--- src/design/ole_pkg.sv ---
// Ordered list engine: shared types, operation and status codes, defaults.
// No dependencies; used by ole_ctrl and the top level.

package ole_pkg;

    localparam int DEF_CAPACITY = 16;
    localparam int DATA_W       = 32;

    localparam logic [3:0] MODE_INS_HEAD   = 4'd0;
    localparam logic [3:0] MODE_INS_TAIL   = 4'd1;
    localparam logic [3:0] MODE_DEL_HEAD   = 4'd2;
    localparam logic [3:0] MODE_DEL_TAIL   = 4'd3;
    localparam logic [3:0] MODE_INS_AFTER  = 4'd4;
    localparam logic [3:0] MODE_INS_BEFORE = 4'd5;
    localparam logic [3:0] MODE_DEL_AFTER  = 4'd6;
    localparam logic [3:0] MODE_DEL_BEFORE = 4'd7;
    localparam logic [3:0] MODE_SEARCH     = 4'd8;
    localparam logic [3:0] MODE_READ       = 4'd9;

    localparam logic [1:0] STAT_OK    = 2'd0;
    localparam logic [1:0] STAT_SHORT = 2'd1;
    localparam logic [1:0] STAT_NOKEY = 2'd2;
    localparam logic [1:0] STAT_FULL  = 2'd3;

    typedef struct packed {
        logic [3:0]        mode;
        logic signed [31:0] key;
        logic signed [31:0] new_value;
        logic [7:0]        position_req;
    } ole_req_t;

    typedef struct packed {
        logic [1:0]        status;
        logic signed [31:0] data_out;
        logic [3:0]        found_at;
        logic [4:0]        length;
    } ole_rsp_t;

endpackage

--- src/design/ole_ram.sv ---
// Generic simple dual-port RAM: one write port, one read port, registered read.
// No dependencies.

module ole_ram #(
    parameter int WIDTH = 32,
    parameter int DEPTH = 16
) (
    input  logic                     clk,
    input  logic                     wr_en,
    input  logic [$clog2(DEPTH)-1:0] wr_addr,
    input  logic [WIDTH-1:0]         wr_data,
    input  logic [$clog2(DEPTH)-1:0] rd_addr,
    output logic [WIDTH-1:0]         rd_data
);

    logic [WIDTH-1:0] mem [DEPTH];

    always_ff @(posedge clk)
    begin
        if (wr_en)
        begin
            mem[wr_addr] <= wr_data;
        end
        rd_data <= mem[rd_addr];
    end

endmodule

--- src/design/ole_ctrl.sv ---
// Ordered list engine sequencer: key scan, entry shifting and count keeping
// over the entry RAM. Depends on ole_pkg.

module ole_ctrl #(
    parameter int CAPACITY = ole_pkg::DEF_CAPACITY
) (
    input  logic                        clk,
    input  logic                        rst_n,
    input  logic                        req_valid,
    output logic                        req_stall,
    input  ole_pkg::ole_req_t           req_data,
    output logic                        res_valid,
    input  logic                        res_ready,
    output ole_pkg::ole_rsp_t           res_data,
    output logic                        wr_en,
    output logic [$clog2(CAPACITY)-1:0] wr_addr,
    output logic [ole_pkg::DATA_W-1:0]  wr_data,
    output logic [$clog2(CAPACITY)-1:0] rd_addr,
    input  logic [ole_pkg::DATA_W-1:0]  rd_data
);

    localparam int IDX_W = $clog2(CAPACITY);
    localparam int CNT_W = $clog2(CAPACITY + 1);
    localparam logic [CNT_W-1:0] CAP_C = CNT_W'(CAPACITY);
    localparam logic [CNT_W-1:0] ONE_C = CNT_W'(1);
    localparam logic [CNT_W-1:0] TWO_C = CNT_W'(2);

    typedef enum logic [2:0] {
        S_IDLE, S_SCAN, S_PLAN, S_SHIFT, S_PUT, S_RDIDX, S_CAPT, S_DONE
    } state_t;

    state_t                     state_reg, state_next;
    logic [3:0]                 mode_reg, mode_next;
    logic [31:0]                key_reg, key_next;
    logic [31:0]                nv_reg, nv_next;
    logic [CNT_W-1:0]           count_reg, count_next;
    logic [CNT_W-1:0]           tgt_reg, tgt_next;
    logic [CNT_W-1:0]           scan_idx_reg, scan_idx_next;
    logic [CNT_W-1:0]           scan_hi_reg, scan_hi_next;
    logic                       cmp_valid_reg, cmp_valid_next;
    logic [CNT_W-1:0]           cmp_idx_reg, cmp_idx_next;
    logic [IDX_W-1:0]           sh_rd_reg, sh_rd_next;
    logic [IDX_W-1:0]           sh_last_reg, sh_last_next;
    logic                       issue_reg, issue_next;
    logic                       pend_valid_reg, pend_valid_next;
    logic [IDX_W-1:0]           pend_wr_reg, pend_wr_next;
    logic [1:0]                 status_reg, status_next;
    logic [31:0]                data_reg, data_next;
    logic [CNT_W-1:0]           pos_reg, pos_next;

    logic                       is_ins;
    logic [CNT_W-1:0]           req_pos;
    logic [31:0]                pos_ext;
    logic [31:0]                cnt_ext;

    assign is_ins = (mode_reg inside {ole_pkg::MODE_INS_HEAD, ole_pkg::MODE_INS_TAIL,
                                      ole_pkg::MODE_INS_AFTER, ole_pkg::MODE_INS_BEFORE});

    // read index clamps to the tail
    assign req_pos = (32'(req_data.position_req) < 32'(count_reg))
                     ? CNT_W'(req_data.position_req) : count_reg - ONE_C;

    assign req_stall = (state_reg != S_IDLE);
    assign res_valid = (state_reg == S_DONE);

    assign pos_ext = 32'(pos_reg);
    assign cnt_ext = 32'(count_reg);
    assign res_data.status   = status_reg;
    assign res_data.data_out = data_reg;
    assign res_data.found_at = pos_ext[3:0];
    assign res_data.length   = cnt_ext[4:0];

    always_comb
    begin
        state_next      = state_reg;
        mode_next       = mode_reg;
        key_next        = key_reg;
        nv_next         = nv_reg;
        count_next      = count_reg;
        tgt_next        = tgt_reg;
        scan_idx_next   = scan_idx_reg;
        scan_hi_next    = scan_hi_reg;
        cmp_valid_next  = 1'b0;
        cmp_idx_next    = cmp_idx_reg;
        sh_rd_next      = sh_rd_reg;
        sh_last_next    = sh_last_reg;
        issue_next      = issue_reg;
        pend_valid_next = pend_valid_reg;
        pend_wr_next    = pend_wr_reg;
        status_next     = status_reg;
        data_next       = data_reg;
        pos_next        = pos_reg;
        wr_en           = 1'b0;
        wr_addr         = '0;
        wr_data         = rd_data;
        rd_addr         = '0;

        case (state_reg)
            S_IDLE:
            begin
                if (req_valid)
                begin
                    mode_next     = req_data.mode;
                    key_next      = req_data.key;
                    nv_next       = req_data.new_value;
                    status_next   = ole_pkg::STAT_OK;
                    data_next     = '0;
                    pos_next      = '0;
                    scan_idx_next = '0;
                    scan_hi_next  = count_reg;
                    state_next    = S_DONE;
                    case (req_data.mode)
                        ole_pkg::MODE_INS_HEAD, ole_pkg::MODE_INS_TAIL:
                        begin
                            if (count_reg == CAP_C)
                                status_next = ole_pkg::STAT_FULL;
                            else
                            begin
                                tgt_next = (req_data.mode == ole_pkg::MODE_INS_HEAD)
                                           ? '0 : count_reg;
                                state_next = S_PLAN;
                            end
                        end
                        ole_pkg::MODE_DEL_HEAD, ole_pkg::MODE_DEL_TAIL:
                        begin
                            if (count_reg == '0)
                                status_next = ole_pkg::STAT_SHORT;
                            else
                            begin
                                tgt_next = (req_data.mode == ole_pkg::MODE_DEL_HEAD)
                                           ? '0 : count_reg - ONE_C;
                                state_next = S_PLAN;
                            end
                        end
                        ole_pkg::MODE_INS_AFTER, ole_pkg::MODE_INS_BEFORE:
                        begin
                            if (count_reg == '0)
                                status_next = ole_pkg::STAT_SHORT;
                            else if (count_reg == CAP_C)
                                status_next = ole_pkg::STAT_FULL;
                            else
                                state_next = S_SCAN;
                        end
                        ole_pkg::MODE_DEL_AFTER:
                        begin
                            if (count_reg < TWO_C)
                                status_next = ole_pkg::STAT_SHORT;
                            else
                            begin
                                scan_hi_next = count_reg - ONE_C;
                                state_next   = S_SCAN;
                            end
                        end
                        ole_pkg::MODE_DEL_BEFORE:
                        begin
                            if (count_reg < TWO_C)
                                status_next = ole_pkg::STAT_SHORT;
                            else
                            begin
                                scan_idx_next = ONE_C;
                                state_next    = S_SCAN;
                            end
                        end
                        ole_pkg::MODE_SEARCH:
                        begin
                            if (count_reg == '0)
                                status_next = ole_pkg::STAT_SHORT;
                            else
                                state_next = S_SCAN;
                        end
                        ole_pkg::MODE_READ:
                        begin
                            if (count_reg == '0)
                                status_next = ole_pkg::STAT_SHORT;
                            else
                            begin
                                tgt_next   = req_pos;
                                state_next = S_RDIDX;
                            end
                        end
                        default:
                        begin
                            status_next = ole_pkg::STAT_OK;
                        end
                    endcase
                end
            end

            // reads issue one per cycle; compare lags the read by one
            S_SCAN:
            begin
                if (cmp_valid_reg && rd_data == key_reg)
                begin
                    case (mode_reg)
                        ole_pkg::MODE_SEARCH:
                        begin
                            data_next  = rd_data;
                            pos_next   = cmp_idx_reg;
                            state_next = S_DONE;
                        end
                        ole_pkg::MODE_INS_BEFORE:
                        begin
                            tgt_next   = cmp_idx_reg;
                            state_next = S_PLAN;
                        end
                        ole_pkg::MODE_DEL_BEFORE:
                        begin
                            tgt_next   = cmp_idx_reg - ONE_C;
                            state_next = S_PLAN;
                        end
                        default:
                        begin
                            tgt_next   = cmp_idx_reg + ONE_C;
                            state_next = S_PLAN;
                        end
                    endcase
                end
                else if (scan_idx_reg < scan_hi_reg)
                begin
                    rd_addr        = scan_idx_reg[IDX_W-1:0];
                    cmp_valid_next = 1'b1;
                    cmp_idx_next   = scan_idx_reg;
                    scan_idx_next  = scan_idx_reg + ONE_C;
                end
                else
                begin
                    status_next = ole_pkg::STAT_NOKEY;
                    state_next  = S_DONE;
                end
            end

            S_PLAN:
            begin
                pend_valid_next = 1'b0;
                if (is_ins)
                begin
                    if (tgt_reg == count_reg)
                        state_next = S_PUT;
                    else
                    begin
                        sh_rd_next   = IDX_W'(count_reg - ONE_C);
                        sh_last_next = tgt_reg[IDX_W-1:0];
                        issue_next   = 1'b1;
                        state_next   = S_SHIFT;
                    end
                end
                else
                begin
                    if (tgt_reg == count_reg - ONE_C)
                    begin
                        count_next = count_reg - ONE_C;
                        state_next = S_DONE;
                    end
                    else
                    begin
                        sh_rd_next   = IDX_W'(tgt_reg + ONE_C);
                        sh_last_next = IDX_W'(count_reg - ONE_C);
                        issue_next   = 1'b1;
                        state_next   = S_SHIFT;
                    end
                end
            end

            // read one entry, write it one slot over in the next cycle
            S_SHIFT:
            begin
                wr_en   = pend_valid_reg;
                wr_addr = pend_wr_reg;
                wr_data = rd_data;
                if (issue_reg)
                begin
                    rd_addr         = sh_rd_reg;
                    pend_valid_next = 1'b1;
                    pend_wr_next    = is_ins ? sh_rd_reg + 1'b1 : sh_rd_reg - 1'b1;
                    if (sh_rd_reg == sh_last_reg)
                        issue_next = 1'b0;
                    else
                        sh_rd_next = is_ins ? sh_rd_reg - 1'b1 : sh_rd_reg + 1'b1;
                end
                else
                begin
                    pend_valid_next = 1'b0;
                    if (is_ins)
                        state_next = S_PUT;
                    else
                    begin
                        count_next = count_reg - ONE_C;
                        state_next = S_DONE;
                    end
                end
            end

            S_PUT:
            begin
                wr_en      = 1'b1;
                wr_addr    = tgt_reg[IDX_W-1:0];
                wr_data    = nv_reg;
                count_next = count_reg + ONE_C;
                state_next = S_DONE;
            end

            S_RDIDX:
            begin
                rd_addr    = tgt_reg[IDX_W-1:0];
                state_next = S_CAPT;
            end

            S_CAPT:
            begin
                data_next  = rd_data;
                pos_next   = tgt_reg;
                state_next = S_DONE;
            end

            S_DONE:
            begin
                if (res_ready)
                    state_next = S_IDLE;
            end

            default:
            begin
                state_next = S_IDLE;
            end
        endcase
    end

    always_ff @(posedge clk or negedge rst_n)
    begin
        if (!rst_n)
        begin
            state_reg      <= S_IDLE;
            mode_reg       <= '0;
            key_reg        <= '0;
            nv_reg         <= '0;
            count_reg      <= '0;
            tgt_reg        <= '0;
            scan_idx_reg   <= '0;
            scan_hi_reg    <= '0;
            cmp_valid_reg  <= 1'b0;
            cmp_idx_reg    <= '0;
            sh_rd_reg      <= '0;
            sh_last_reg    <= '0;
            issue_reg      <= 1'b0;
            pend_valid_reg <= 1'b0;
            pend_wr_reg    <= '0;
            status_reg     <= ole_pkg::STAT_OK;
            data_reg       <= '0;
            pos_reg        <= '0;
        end
        else
        begin
            state_reg      <= state_next;
            mode_reg       <= mode_next;
            key_reg        <= key_next;
            nv_reg         <= nv_next;
            count_reg      <= count_next;
            tgt_reg        <= tgt_next;
            scan_idx_reg   <= scan_idx_next;
            scan_hi_reg    <= scan_hi_next;
            cmp_valid_reg  <= cmp_valid_next;
            cmp_idx_reg    <= cmp_idx_next;
            sh_rd_reg      <= sh_rd_next;
            sh_last_reg    <= sh_last_next;
            issue_reg      <= issue_next;
            pend_valid_reg <= pend_valid_next;
            pend_wr_reg    <= pend_wr_next;
            status_reg     <= status_next;
            data_reg       <= data_next;
            pos_reg        <= pos_next;
        end
    end

    a_count_bound: assert property (@(posedge clk) disable iff (!rst_n)
        count_reg <= CAP_C)
        else $error("entry count above capacity");

    a_accept_busy: assert property (@(posedge clk) disable iff (!rst_n)
        (req_valid && !req_stall) |=> (state_reg != S_IDLE))
        else $error("accepted transfer did not start work");

    a_count_step: assert property (@(posedge clk) disable iff (!rst_n)
        1'b1 |=> (count_reg == $past(count_reg) ||
                  count_reg == $past(count_reg) + ONE_C ||
                  count_reg == $past(count_reg) - ONE_C))
        else $error("entry count moved by more than one");

    a_wr_range: assert property (@(posedge clk) disable iff (!rst_n)
        wr_en |-> (32'(wr_addr) < CAPACITY && 32'(wr_addr) <= 32'(count_reg)))
        else $error("RAM write outside the list");

    a_shift_drain: assert property (@(posedge clk) disable iff (!rst_n)
        (state_reg == S_SHIFT && !issue_reg) |-> pend_valid_reg)
        else $error("shift finished without its last write");

endmodule

--- src/design/ordered_list_engine_top.sv ---
// Ordered list engine top level: sequencer, entry RAM and output register.
// Depends on ole_pkg, ole_ram and ole_ctrl.
//
// Keeps an ordered list of up to CAPACITY signed 32-bit entries (head at
// position 0) and its count. One request transfer on req (valid/stall)
// carries a mode, key, new value and read index; each request yields
// exactly one response transfer on rsp with status, data, position and the
// count after the request. Requests are handled one at a time.
// Work per mode:
//   failed precheck or unused mode: no RAM access; read by index: one read;
//   head/tail insert or delete: one entry shifted per cycle;
//   search: one entry compared per cycle;
//   keyed insert/delete: scan up to the match, then shift the entries past
//   it. One RAM read and one write per cycle set both walks.
// A new request is taken the cycle after a result moves into the output
// register, so one response may wait on rsp_stall while the next request
// runs; further requests then stall until the response is taken.
// Reset empties the list at once; no clearing pass is needed.

module ordered_list_engine_top #(
    parameter int CAPACITY = ole_pkg::DEF_CAPACITY
) (
    input  logic              clk,
    input  logic              rst_n,
    input  logic              req_valid,
    output logic              req_stall,
    input  ole_pkg::ole_req_t req_data,
    output logic              rsp_valid,
    input  logic              rsp_stall,
    output ole_pkg::ole_rsp_t rsp_data
);

    localparam int IDX_W = $clog2(CAPACITY);

    logic                       res_valid;
    logic                       res_ready;
    ole_pkg::ole_rsp_t          res_data;
    logic                       wr_en;
    logic [IDX_W-1:0]           wr_addr;
    logic [ole_pkg::DATA_W-1:0] wr_data;
    logic [IDX_W-1:0]           rd_addr;
    logic [ole_pkg::DATA_W-1:0] rd_data;

    logic                       out_valid_reg;
    ole_pkg::ole_rsp_t          out_data_reg;

    ole_ctrl #(
        .CAPACITY (CAPACITY)
    ) u_ctrl (
        .clk       (clk),
        .rst_n     (rst_n),
        .req_valid (req_valid),
        .req_stall (req_stall),
        .req_data  (req_data),
        .res_valid (res_valid),
        .res_ready (res_ready),
        .res_data  (res_data),
        .wr_en     (wr_en),
        .wr_addr   (wr_addr),
        .wr_data   (wr_data),
        .rd_addr   (rd_addr),
        .rd_data   (rd_data)
    );

    ole_ram #(
        .WIDTH (ole_pkg::DATA_W),
        .DEPTH (CAPACITY)
    ) u_ram (
        .clk     (clk),
        .wr_en   (wr_en),
        .wr_addr (wr_addr),
        .wr_data (wr_data),
        .rd_addr (rd_addr),
        .rd_data (rd_data)
    );

    assign res_ready = !out_valid_reg || !rsp_stall;

    always_ff @(posedge clk or negedge rst_n)
    begin
        if (!rst_n)
        begin
            out_valid_reg <= 1'b0;
            out_data_reg  <= '0;
        end
        else if (res_ready)
        begin
            out_valid_reg <= res_valid;
            if (res_valid)
                out_data_reg <= res_data;
        end
    end

    assign rsp_valid = out_valid_reg;
    assign rsp_data  = out_data_reg;

endmodule
--- config.mk ---
export PLATFORM = sky130hd
export DESIGN_NAME = ordered_list_engine_top
export DESIGN_NICKNAME = d
export VERILOG_FILES = /design/src/design/ole_pkg.sv /design/src/design/ole_ram.sv /design/src/design/ole_ctrl.sv /design/src/design/ordered_list_engine_top.sv
export SDC_FILE = /design/constraint.sdc
export NUM_CORES = 1
export LEC_CHECK = 0
export BUFFER_PORTS_ARGS = -buffer_cell sky130_fd_sc_hd__buf_4
export CAP_MARGIN = 20
export CORE_MARGIN = 5
export CORE_UTILIZATION = 55
export CTS_CLUSTER_DIAMETER = 30
export DETAILED_ROUTE_END_ITERATION = 10
export GPL_ROUTABILITY_DRIVEN = 0
export PLACE_DENSITY = 0.76
export SLEW_MARGIN = 5
export SYNTH_ARGS = -nofsm -noshare
export SYNTH_HDL_FRONTEND = slang
export SYNTH_SLANG_ARGS = --single-unit
--- constraint.sdc ---
create_clock -name clk -period 8.3 [get_ports clk]
set_clock_uncertainty 0.2 [all_clocks]
set_input_delay 1.66 -clock clk [delete_from_list [all_inputs] [get_ports clk]]
set_output_delay 1.66 -clock clk [all_outputs]
set_load 0.02 [all_outputs]
==> results, run 1 <==
- Measured along the y axis, the die boundary spans 249 um.
- The type of the most critical hold path is reg2reg.
- The dominant register cell in the synthesized netlist is sky130_fd_sc_hd__edfxtp_1.
- The total instance count after detailed placement is 3200.
- The count of cells in the finished layout, fillers not included, comes to approximately 3500.
- The post-route worst hold slack is roughly 0.28 ns.
- Setup violations remaining at the end of the flow were counted as 0.
- The number of hold violations in the final report is 0.
- Detailed placement ended at an HPWL of 47700 um.
- The cell chosen for the clock root is sky130_fd_sc_hd__clkbuf_16.
- The number of nets with antenna violations after routing is 0.
- Setup repair after global routing left no endpoint under its margin.
- The startpoint type of the worst setup path is a flop.
- In this design, the stage delay of the slowest critical-path cell is 0.78 ns.
- The final critical-path required period is between 5 and 6 ns.
- Of all nets on the critical path, the largest fanout is 65.
- The register name with the most flops is u_ram.mem.
- Yosys mapped a number of flops with a built-in enable equal to 512.
- The via density per instance is 6.48.
- TritonCTS built the clock tree.
- The worst slack after detailed placement is 3.28 ns.
- The initial utilization of the core area, before any placement, comes to 55.6%.
- The total number of H-tree levels is 4.
- The iteration count of the initial detailed-routing pass is 6.
- The wire length of the first global-routing pass is 134000 um.
- The flip-flop count of the largest register, all copies and words added is 512.
- After clock tree synthesis, the setup repair step added 0 buffers.
- Entering global routing, the biggest net connects 161 pins.
- Summed over all cells, the static leakage comes to 14.0 nW.
- The required time of the critical path is 8.72 ns.
- The aggregate global-route resource usage is 27.9%.
- The total via count in the routed design is 22400.
- The flow ran to the end, and the final reports show no timing, DRC or antenna violations.
- Input and output buffers added on the ports amount to 124.
- The type of the worst setup path is reg2reg.
- At the pin with the least slew margin, the transition time is 1.16 ns.
- After technology mapping, the gate count stands at around 2500.
- Synthesis produced a netlist with a net count of approximately 2600.
- Relative to the synthesized area, the layout overhead comes to 20.2%.
- The worst IR drop on VDD is slightly below 300 uV.
- The core region is 56500 um2.
- The share of the Yosys chip area taken by registers is 66.3%.
- The die area is 62000 um2.
- The timing-limited maximum frequency is 0.197 GHz.
- The number of gates resized after CTS was 0.
- The initialized floorplan defines 87 standard-cell rows.
- Headroom to the max-slew limit came out at a little under a quarter.
- The I/O pin count is roughly 130.
- The total of fill cells in the finished design is 3773.
- In this run the most critical hold path is launched from rsp_data[18].
- The register bit count reported by yosys is 737.
- The final layout contains routed wiring with a total length of 88500 um.
- The startpoint identified for the worst register-to-register timing path is u_ram.rd_data[5].
- After the first detailed-routing iteration, the DRC count stood at 2895.
- After the last flow step, the layout net total stands at 2680.
- The sum of negative setup slack is 0 ns.
- The width of the die is 249 um.
- The post-detailed-route DRC marker count is 0.
- Power spread over the standard cell area amounts to 419 nW/um2.
- For the worst-skew pair, the clock arrives at the later sink with an insertion delay of 0.73 ns.
- The arrival time at the worst endpoint is 5.50 ns.
- The async set or reset register ratio after synthesis is 26.2%.
- The TritonCTS sink count is about 740.
- The initial antenna violation count was 0.
- After detailed routing, the average wire length per cell comes to 25.6 um.
- The element type at the critical path end is a flop.
- The number of maximum-capacitance constraint violations is 0.
- The number of slew-limit violations in the final report is 0.
- The master of the slowest instance on the critical path is sky130_fd_sc_hd__nor4_1.
- The antenna cell count is 0.
- The unique cell type count in the Yosys netlist is 69.
- The post-synth design cell area is around 31000 um2.
- The final critical-path share of the clock period is 61.2%.
- The clock-pin transition on the worst setup and hold timing paths is 0.05 ns.
- The number of buffers on the longest clock path is 3.
- The number of global-route vias before repair is 22400.
- Traced cell by cell, the critical path runs through xor2_1 -> nor4_1 -> and3_1 -> nand3_1 -> a31oi_4 -> buf_4 -> o2111ai_4 -> buf_4 -> o22a_1 -> nand3_1.
- The global-route congestion overflow total is 0.
- For this run, the number of Yosys warnings is 0.
- Of the cells placed in the final design, the portion with a size suffix greater than 1 is 21.1%.
- In the post-route analysis, the smallest setup slack over all paths is 3.22 ns.
- The average instance area after synthesis is 12.7 um2.
- The count of hold-fix buffers inserted at cts is 0.
- The critical path startpoint is u_ram.rd_data[5].
- The number of buffers inserted during clock tree synthesis is 135.
## where the power goes
group / switching, W / internal (W) / leakage, nW / total (W)
registers: 0.000642 / 0.00518 / 7.35 / 0.00583
clock network: 0.00191 / 0.00365 / 2.26 / 0.00555
logic: 0.00296 / 0.00148 / 4.43 / 0.00444
## logic make-up after synthesis
group	count (synthesis)	share of synthesized area, %
flops	737	66.3
simple gates	614	9.05
compound gates	607	12.6
buf+inv	248	3.32
mux	177	6.07
xor+xnor	68	1.89
fa+ha+maj	18	0.740
## layer usage
layer | share of wire (%) | track usage (%) | up-vias
met5 | 0 | 0 | -
met4 | 4.1 | 12.4 | 0
met3 | 12 | 8.02 | 266
met2 | 47 | 44.1 | 1524
met1 | 37 | 36.3 | 11000
li1 | - | - | 9570
## cells in the mapped netlist (all sizes together), types with 40 or more instances
cell / instances / share of area (%)
o21ai: 261 / 4.2
edfxtp: 512 / 49
a211oi: 42 / 1.0
a2111oi: 64 / 2.3
buf: 44 / 0.88
nor2: 70 / 0.84
mux2: 109 / 3.9
a22oi: 40 / 0.96
inv: 55 / 0.66
a21oi: 95 / 1.5
dfrtp: 193 / 15
nand2: 197 / 2.4
mux2i: 68 / 2.2
nand3: 272 / 4.3
xnor2: 45 / 1.3
clkbuf: 148 / 1.8
## worst max-delay path, delay by kind of cell, from the launching register on
family	cells	cell delay (ns)
and+or+nand+nor	4	1.95
AOI/OAI and AO/OA	3	0.90
buffers and inverters	2	1.12
DFF	1	0.55
xor gates and xnor gates	1	0.24
## worst paths after layout
check,to,slack [ns],cells after the start
setup / recovery,u_ram.rd_data[6],3.22,10
hold / removal,rsp_data[18],0.28,2
setup reg to reg,u_ram.rd_data[6],3.22,10
hold reg to reg,rsp_data[18],0.28,2
max in group asynchronous,u_ctrl.key_reg[20],5.84,2
min in group asynchronous,rsp_data[4],0.72,1
## per-stage QoR
step	util (%)	total power, W	instance area [um2]
final	66.9	0.0158	37800
after global routing	66.9	0.0165	37800
after CTS	66.8	0.0157	37800
after detailed placement	58.6	0.0101	33100
after global placement	58.6	0.00993	33100
after floorplan	-	0.00855	31400
## cell type report
cell class	instances	area, um2	share of cell area, %
Clock inverter	94	1080	2.85
Timing Repair Buffer	168	1300	3.43
Multi-Input combinational cell	1484	9820	26.0
Tap cell	756	946	2.50
Inverter	56	210	0.556
Sequential cell	737	20800	55.2
Clock buffer	157	3580	9.48
## placed cells by master, fill, tap and decap left out, types with 7 or more instances in the layout
cell	n
sky130_fd_sc_hd__o21ai_0	259
sky130_fd_sc_hd__inv_6	9
sky130_fd_sc_hd__clkinvlp_4	14
sky130_fd_sc_hd__a2111oi_0	33
sky130_fd_sc_hd__inv_1	55
sky130_fd_sc_hd__dfrtp_1	193
sky130_fd_sc_hd__o22ai_1	9
sky130_fd_sc_hd__a31oi_1	11
sky130_fd_sc_hd__mux2_2	109
sky130_fd_sc_hd__nor3_1	15
sky130_fd_sc_hd__dfxtp_1	32
sky130_fd_sc_hd__a2111oi_2	26
sky130_fd_sc_hd__clkbuf_8	9
sky130_fd_sc_hd__buf_4	164
sky130_fd_sc_hd__xnor2_1	45
sky130_fd_sc_hd__a211oi_1	41
sky130_fd_sc_hd__o22a_1	33
sky130_fd_sc_hd__mux2i_1	68
sky130_fd_sc_hd__nand4_1	11
sky130_fd_sc_hd__edfxtp_1	512
sky130_fd_sc_hd__clkbuf_1	12
sky130_fd_sc_hd__nor2_4	17
sky130_fd_sc_hd__ha_1	17
sky130_fd_sc_hd__nand2b_1	7
sky130_fd_sc_hd__xor2_1	23
sky130_fd_sc_hd__a21o_1	10
sky130_fd_sc_hd__clkinv_1	17
sky130_fd_sc_hd__clkinv_2	25
sky130_fd_sc_hd__a22oi_1	40
sky130_fd_sc_hd__nand3_1	272
sky130_fd_sc_hd__nand2_1	195
sky130_fd_sc_hd__nor2b_1	7
sky130_fd_sc_hd__bufinv_16	17
sky130_fd_sc_hd__nor2_1	53
sky130_fd_sc_hd__a21oi_1	95
sky130_fd_sc_hd__clkbuf_16	137
Power figures use the tool's default switching activity.
==> run 2: changes to the inputs <==
clock period = 5.16 ns   (was 8.3 ns; I/O delays follow)
==> run 2 against run 1 <==
First-iteration DRC count decreased by 3.4%. Hold slack got worse by 0.054 ns. Register-to-register slack got worse by 2.3 ns.
==> results, run 2 (synthesis gave the netlist of run 1 again) <==
- The run finished with clean final reports.
- The number of resized instances in the post-cts repair step is 0 (unchanged).
- The flip-flop count of the largest register, all copies and words added is 512 (unchanged).
- The leading cell type in the layout, fill and taps excluded is sky130_fd_sc_hd__edfxtp_1.
- The endpoint identified for the worst register-to-register timing path is u_ram.rd_data[22].
- The number of nets with antenna violations after routing came to 0 (unchanged).
- The met3 layer wire length in the routed design came to 10400 um (+2.3%).
- The antenna cell count was 0 (unchanged).
- The element type at the critical path end is a flop.
- The final design area excluding fillers is 38100 um2 (+0.71%).
- The proportion of layout cells with a drive suffix above 1 was 21.6% (+0.47 points).
- The static leakage power is 14.2 nW (+0.87%).
- The number of hold violations in the final report is 0 (unchanged).
- The pin count of the biggest net entering global routing is 161 (unchanged).
- The width of the die is 249 um (unchanged).
- The starting utilization of the core area is 55.6% (unchanged).
- The TritonCTS sink count is 737 (unchanged).
- The number of buffers inserted during clock tree synthesis is 137 (+1.5%).
- The reg2reg setup slack is 0.89 ns (-2.33 ns).
- The number of cells in the finished layout apart from fillers is 3467 (+0.43%).
- In the layout the commonest cells are sky130_fd_sc_hd__edfxtp_1 (512), sky130_fd_sc_hd__nand3_1 (272), sky130_fd_sc_hd__o21ai_0 (259).
- The detailed route wirelength on metal2 is 41000 um (-1.8%).
- The power density over cell area was 668 nW/um2 (+60%).
- The global-route congestion overflow total is 0 (unchanged).
- The initial antenna violation count was 0 (unchanged).
- The setup fix buffers added after clock tree synthesis is 0 (unchanged).
- The met1 layer wirelength in the final routing came to 32800 um (-0.18%).
- The worst IR drop on VDD is 524 uV (+78%).
- The via density per instance is 6.43 (-0.70%).
- The register name with the most flops is u_ram.mem.
- The I/O pin count is 125 (unchanged).
- The post-route worst hold slack was 0.225 ns (-0.0537 ns).
- The required time of the critical path is 5.59 ns (-3.13 ns).
- The core region area came to 56500 um2 (unchanged).
- The number of maximum-capacitance constraint violations was 0 (unchanged).
- The worst slew slack as a fraction of its limit is 30.9% (+8.4 points).
- The maximum fanout along the worst path is 160 (+150%).
- The total via count in the routed design was 22300 (-0.27%).
- In this run the worst hold path is classified as in2async.
- The startpoint type of the worst setup path is a flop.
- The number of slew-limit violations in the final report is 0 (unchanged).
- The count of final setup violators was 0 (unchanged).
- The final critical-path required period is 4.27 ns (-0.805 ns).
- The sum of routed wire length over all layers is 86900 um (-1.8%).
- The post-detailed-placement half-perimeter wirelength was 48700 um (+2.1%).
- The number of global-route vias before repair was 22500 (+0.16%).
- The layout overhead on the synthesized area is 21.0%.
- The total instance count after detailed placement is 3217 (+0.53%).
- The wire length of the first global-routing pass is 133000 um (-0.69%).
- The wire length per cell after detailed routing came to 25.1 um (-2.2%).
- The number of rows in the core area is 87 (unchanged).
- The sum of negative setup slack came to 0 ns (unchanged).
- The die height is 249 um (unchanged).
- The arrival time at the worst endpoint is 4.71 ns (-0.79 ns).
- The port buffer count is 124 (unchanged).
- The die area is 62000 um2 (unchanged).
- The count of hold-fix buffers inserted at cts is 0 (unchanged).
- The post-layout net count came to 2700 (+0.75%).
- The total number of H-tree levels is 4 (unchanged).
- The worst path setup slack after routing was 0.885 ns (-2.33 ns).
- The cell area reported after detailed placement is 33400 um2 (+0.96%).
- The aggregate global-route resource usage is 27.6% (-0.34 points).
- The startpoint identified for the worst register-to-register timing path is u_ctrl.state_reg[1].
- The final critical-path share of the clock period came to 82.8% (+22 points).
- Setup repair after global routing left no endpoint under its margin.
- The number of violations reported at the end of detailed-routing iteration 0 is 2796 (-3.4%).
- The clock latency on the worst-skew pair is 0.72 ns (about the same).
- After detailed routing, no signal wire sits above met4.
- The depth of the worst register-to-register path is 9 (-1).
- The clock-pin transition on the worst setup and hold timing paths is 0.05 ns (about the same).
- The TritonCTS clock tree is built.
- The post-detailed-route DRC marker count is 0 (unchanged).
- CTS placed an instance of sky130_fd_sc_hd__clkbuf_16 at the clock tree root.
- The number of buffers on the longest clock path is 3 (unchanged).
- The timing-limited maximum frequency is 0.234 GHz (+19%).
- The worst-margin pin slew is 1.03 ns (-0.131 ns).
- The iteration count of the initial detailed-routing pass is 8 (+2).
- The setup path with the least slack is of type reg2reg.
- The worst slack after detailed placement is 0.894 ns (-2.39 ns).
## run 2: cell count changes in the layout (fill, tap and decap cells not counted), sizes merged
cell,previous run,this run
buf,167,185
clkinv,49,43
bufinv,17,10
clkbuf,158,168
## run 2: how the worst max path moves through the flow
stage / from / cells past startpoint / slack (ns) / to
after global routing: u_ctrl.state_reg[1] / 9 / 0.71 / u_ram.rd_data[23]
after global placement: u_ctrl.state_reg[2] / 8 / 1.20 / u_ram.rd_data[28]
final: u_ctrl.state_reg[1] / 9 / 0.89 / u_ram.rd_data[22]
after detailed placement: u_ctrl.state_reg[1] / 7 / 0.89 / u_ram.rd_data[0]
after floorplan: u_ctrl.state_reg[0] / 6 / 1.17 / u_ram.mem[8][0]
after CTS: u_ctrl.state_reg[1] / 7 / 0.90 / u_ram.rd_data[0]
## run 2: area by class of cell
type | count | area [um2]
inverter | 56 | 210
tap | 756 | 946
fill | 3750 | 18400
multi-input combinational | 1484 | 9820
sequential | 737 | 20800
clock inverter | 81 | 810
clock buffer | 167 | 3780
timing repair buffer | 186 | 1640
## run 2: through the flow
stage	total power, W	utilization (%)
after floorplan	0.0137	-
after global placement	0.0162	59.1
after detailed placement	0.0165	59.1
after CTS	0.0253	67.3
after global routing	0.0265	67.4
final	0.0254	67.4
## run 2: layer usage
metal | GRT usage (%) | vias up
met5 | 0 | -
met4 | 10.1 | 0
met3 | 8.40 | 210
met2 | 43.9 | 1480
met1 | 36.3 | 11000
li1 | - | 9616
## run 2: where the power goes
part	internal, W	switching, W	total, W	leakage [nW]
Sequential	0.00834	0.000979	0.00932	7.35
Combinational	0.00252	0.00485	0.00737	4.59
Clock	0.00573	0.00300	0.00873	2.23
## run 2: critical path: stages (launching register included)
cell and delay, ns:
sky130_fd_sc_hd__dfrtp_1 0.62, sky130_fd_sc_hd__nor2b_1 0.69, sky130_fd_sc_hd__a32o_1 0.29, sky130_fd_sc_hd__nand2_1 0.19, sky130_fd_sc_hd__nand4_1 0.28, sky130_fd_sc_hd__buf_12 0.56, sky130_fd_sc_hd__nand3_1 0.15, sky130_fd_sc_hd__a2111oi_0 0.85
sky130_fd_sc_hd__a2111oi_2 0.09, sky130_fd_sc_hd__nand3_1 0.14
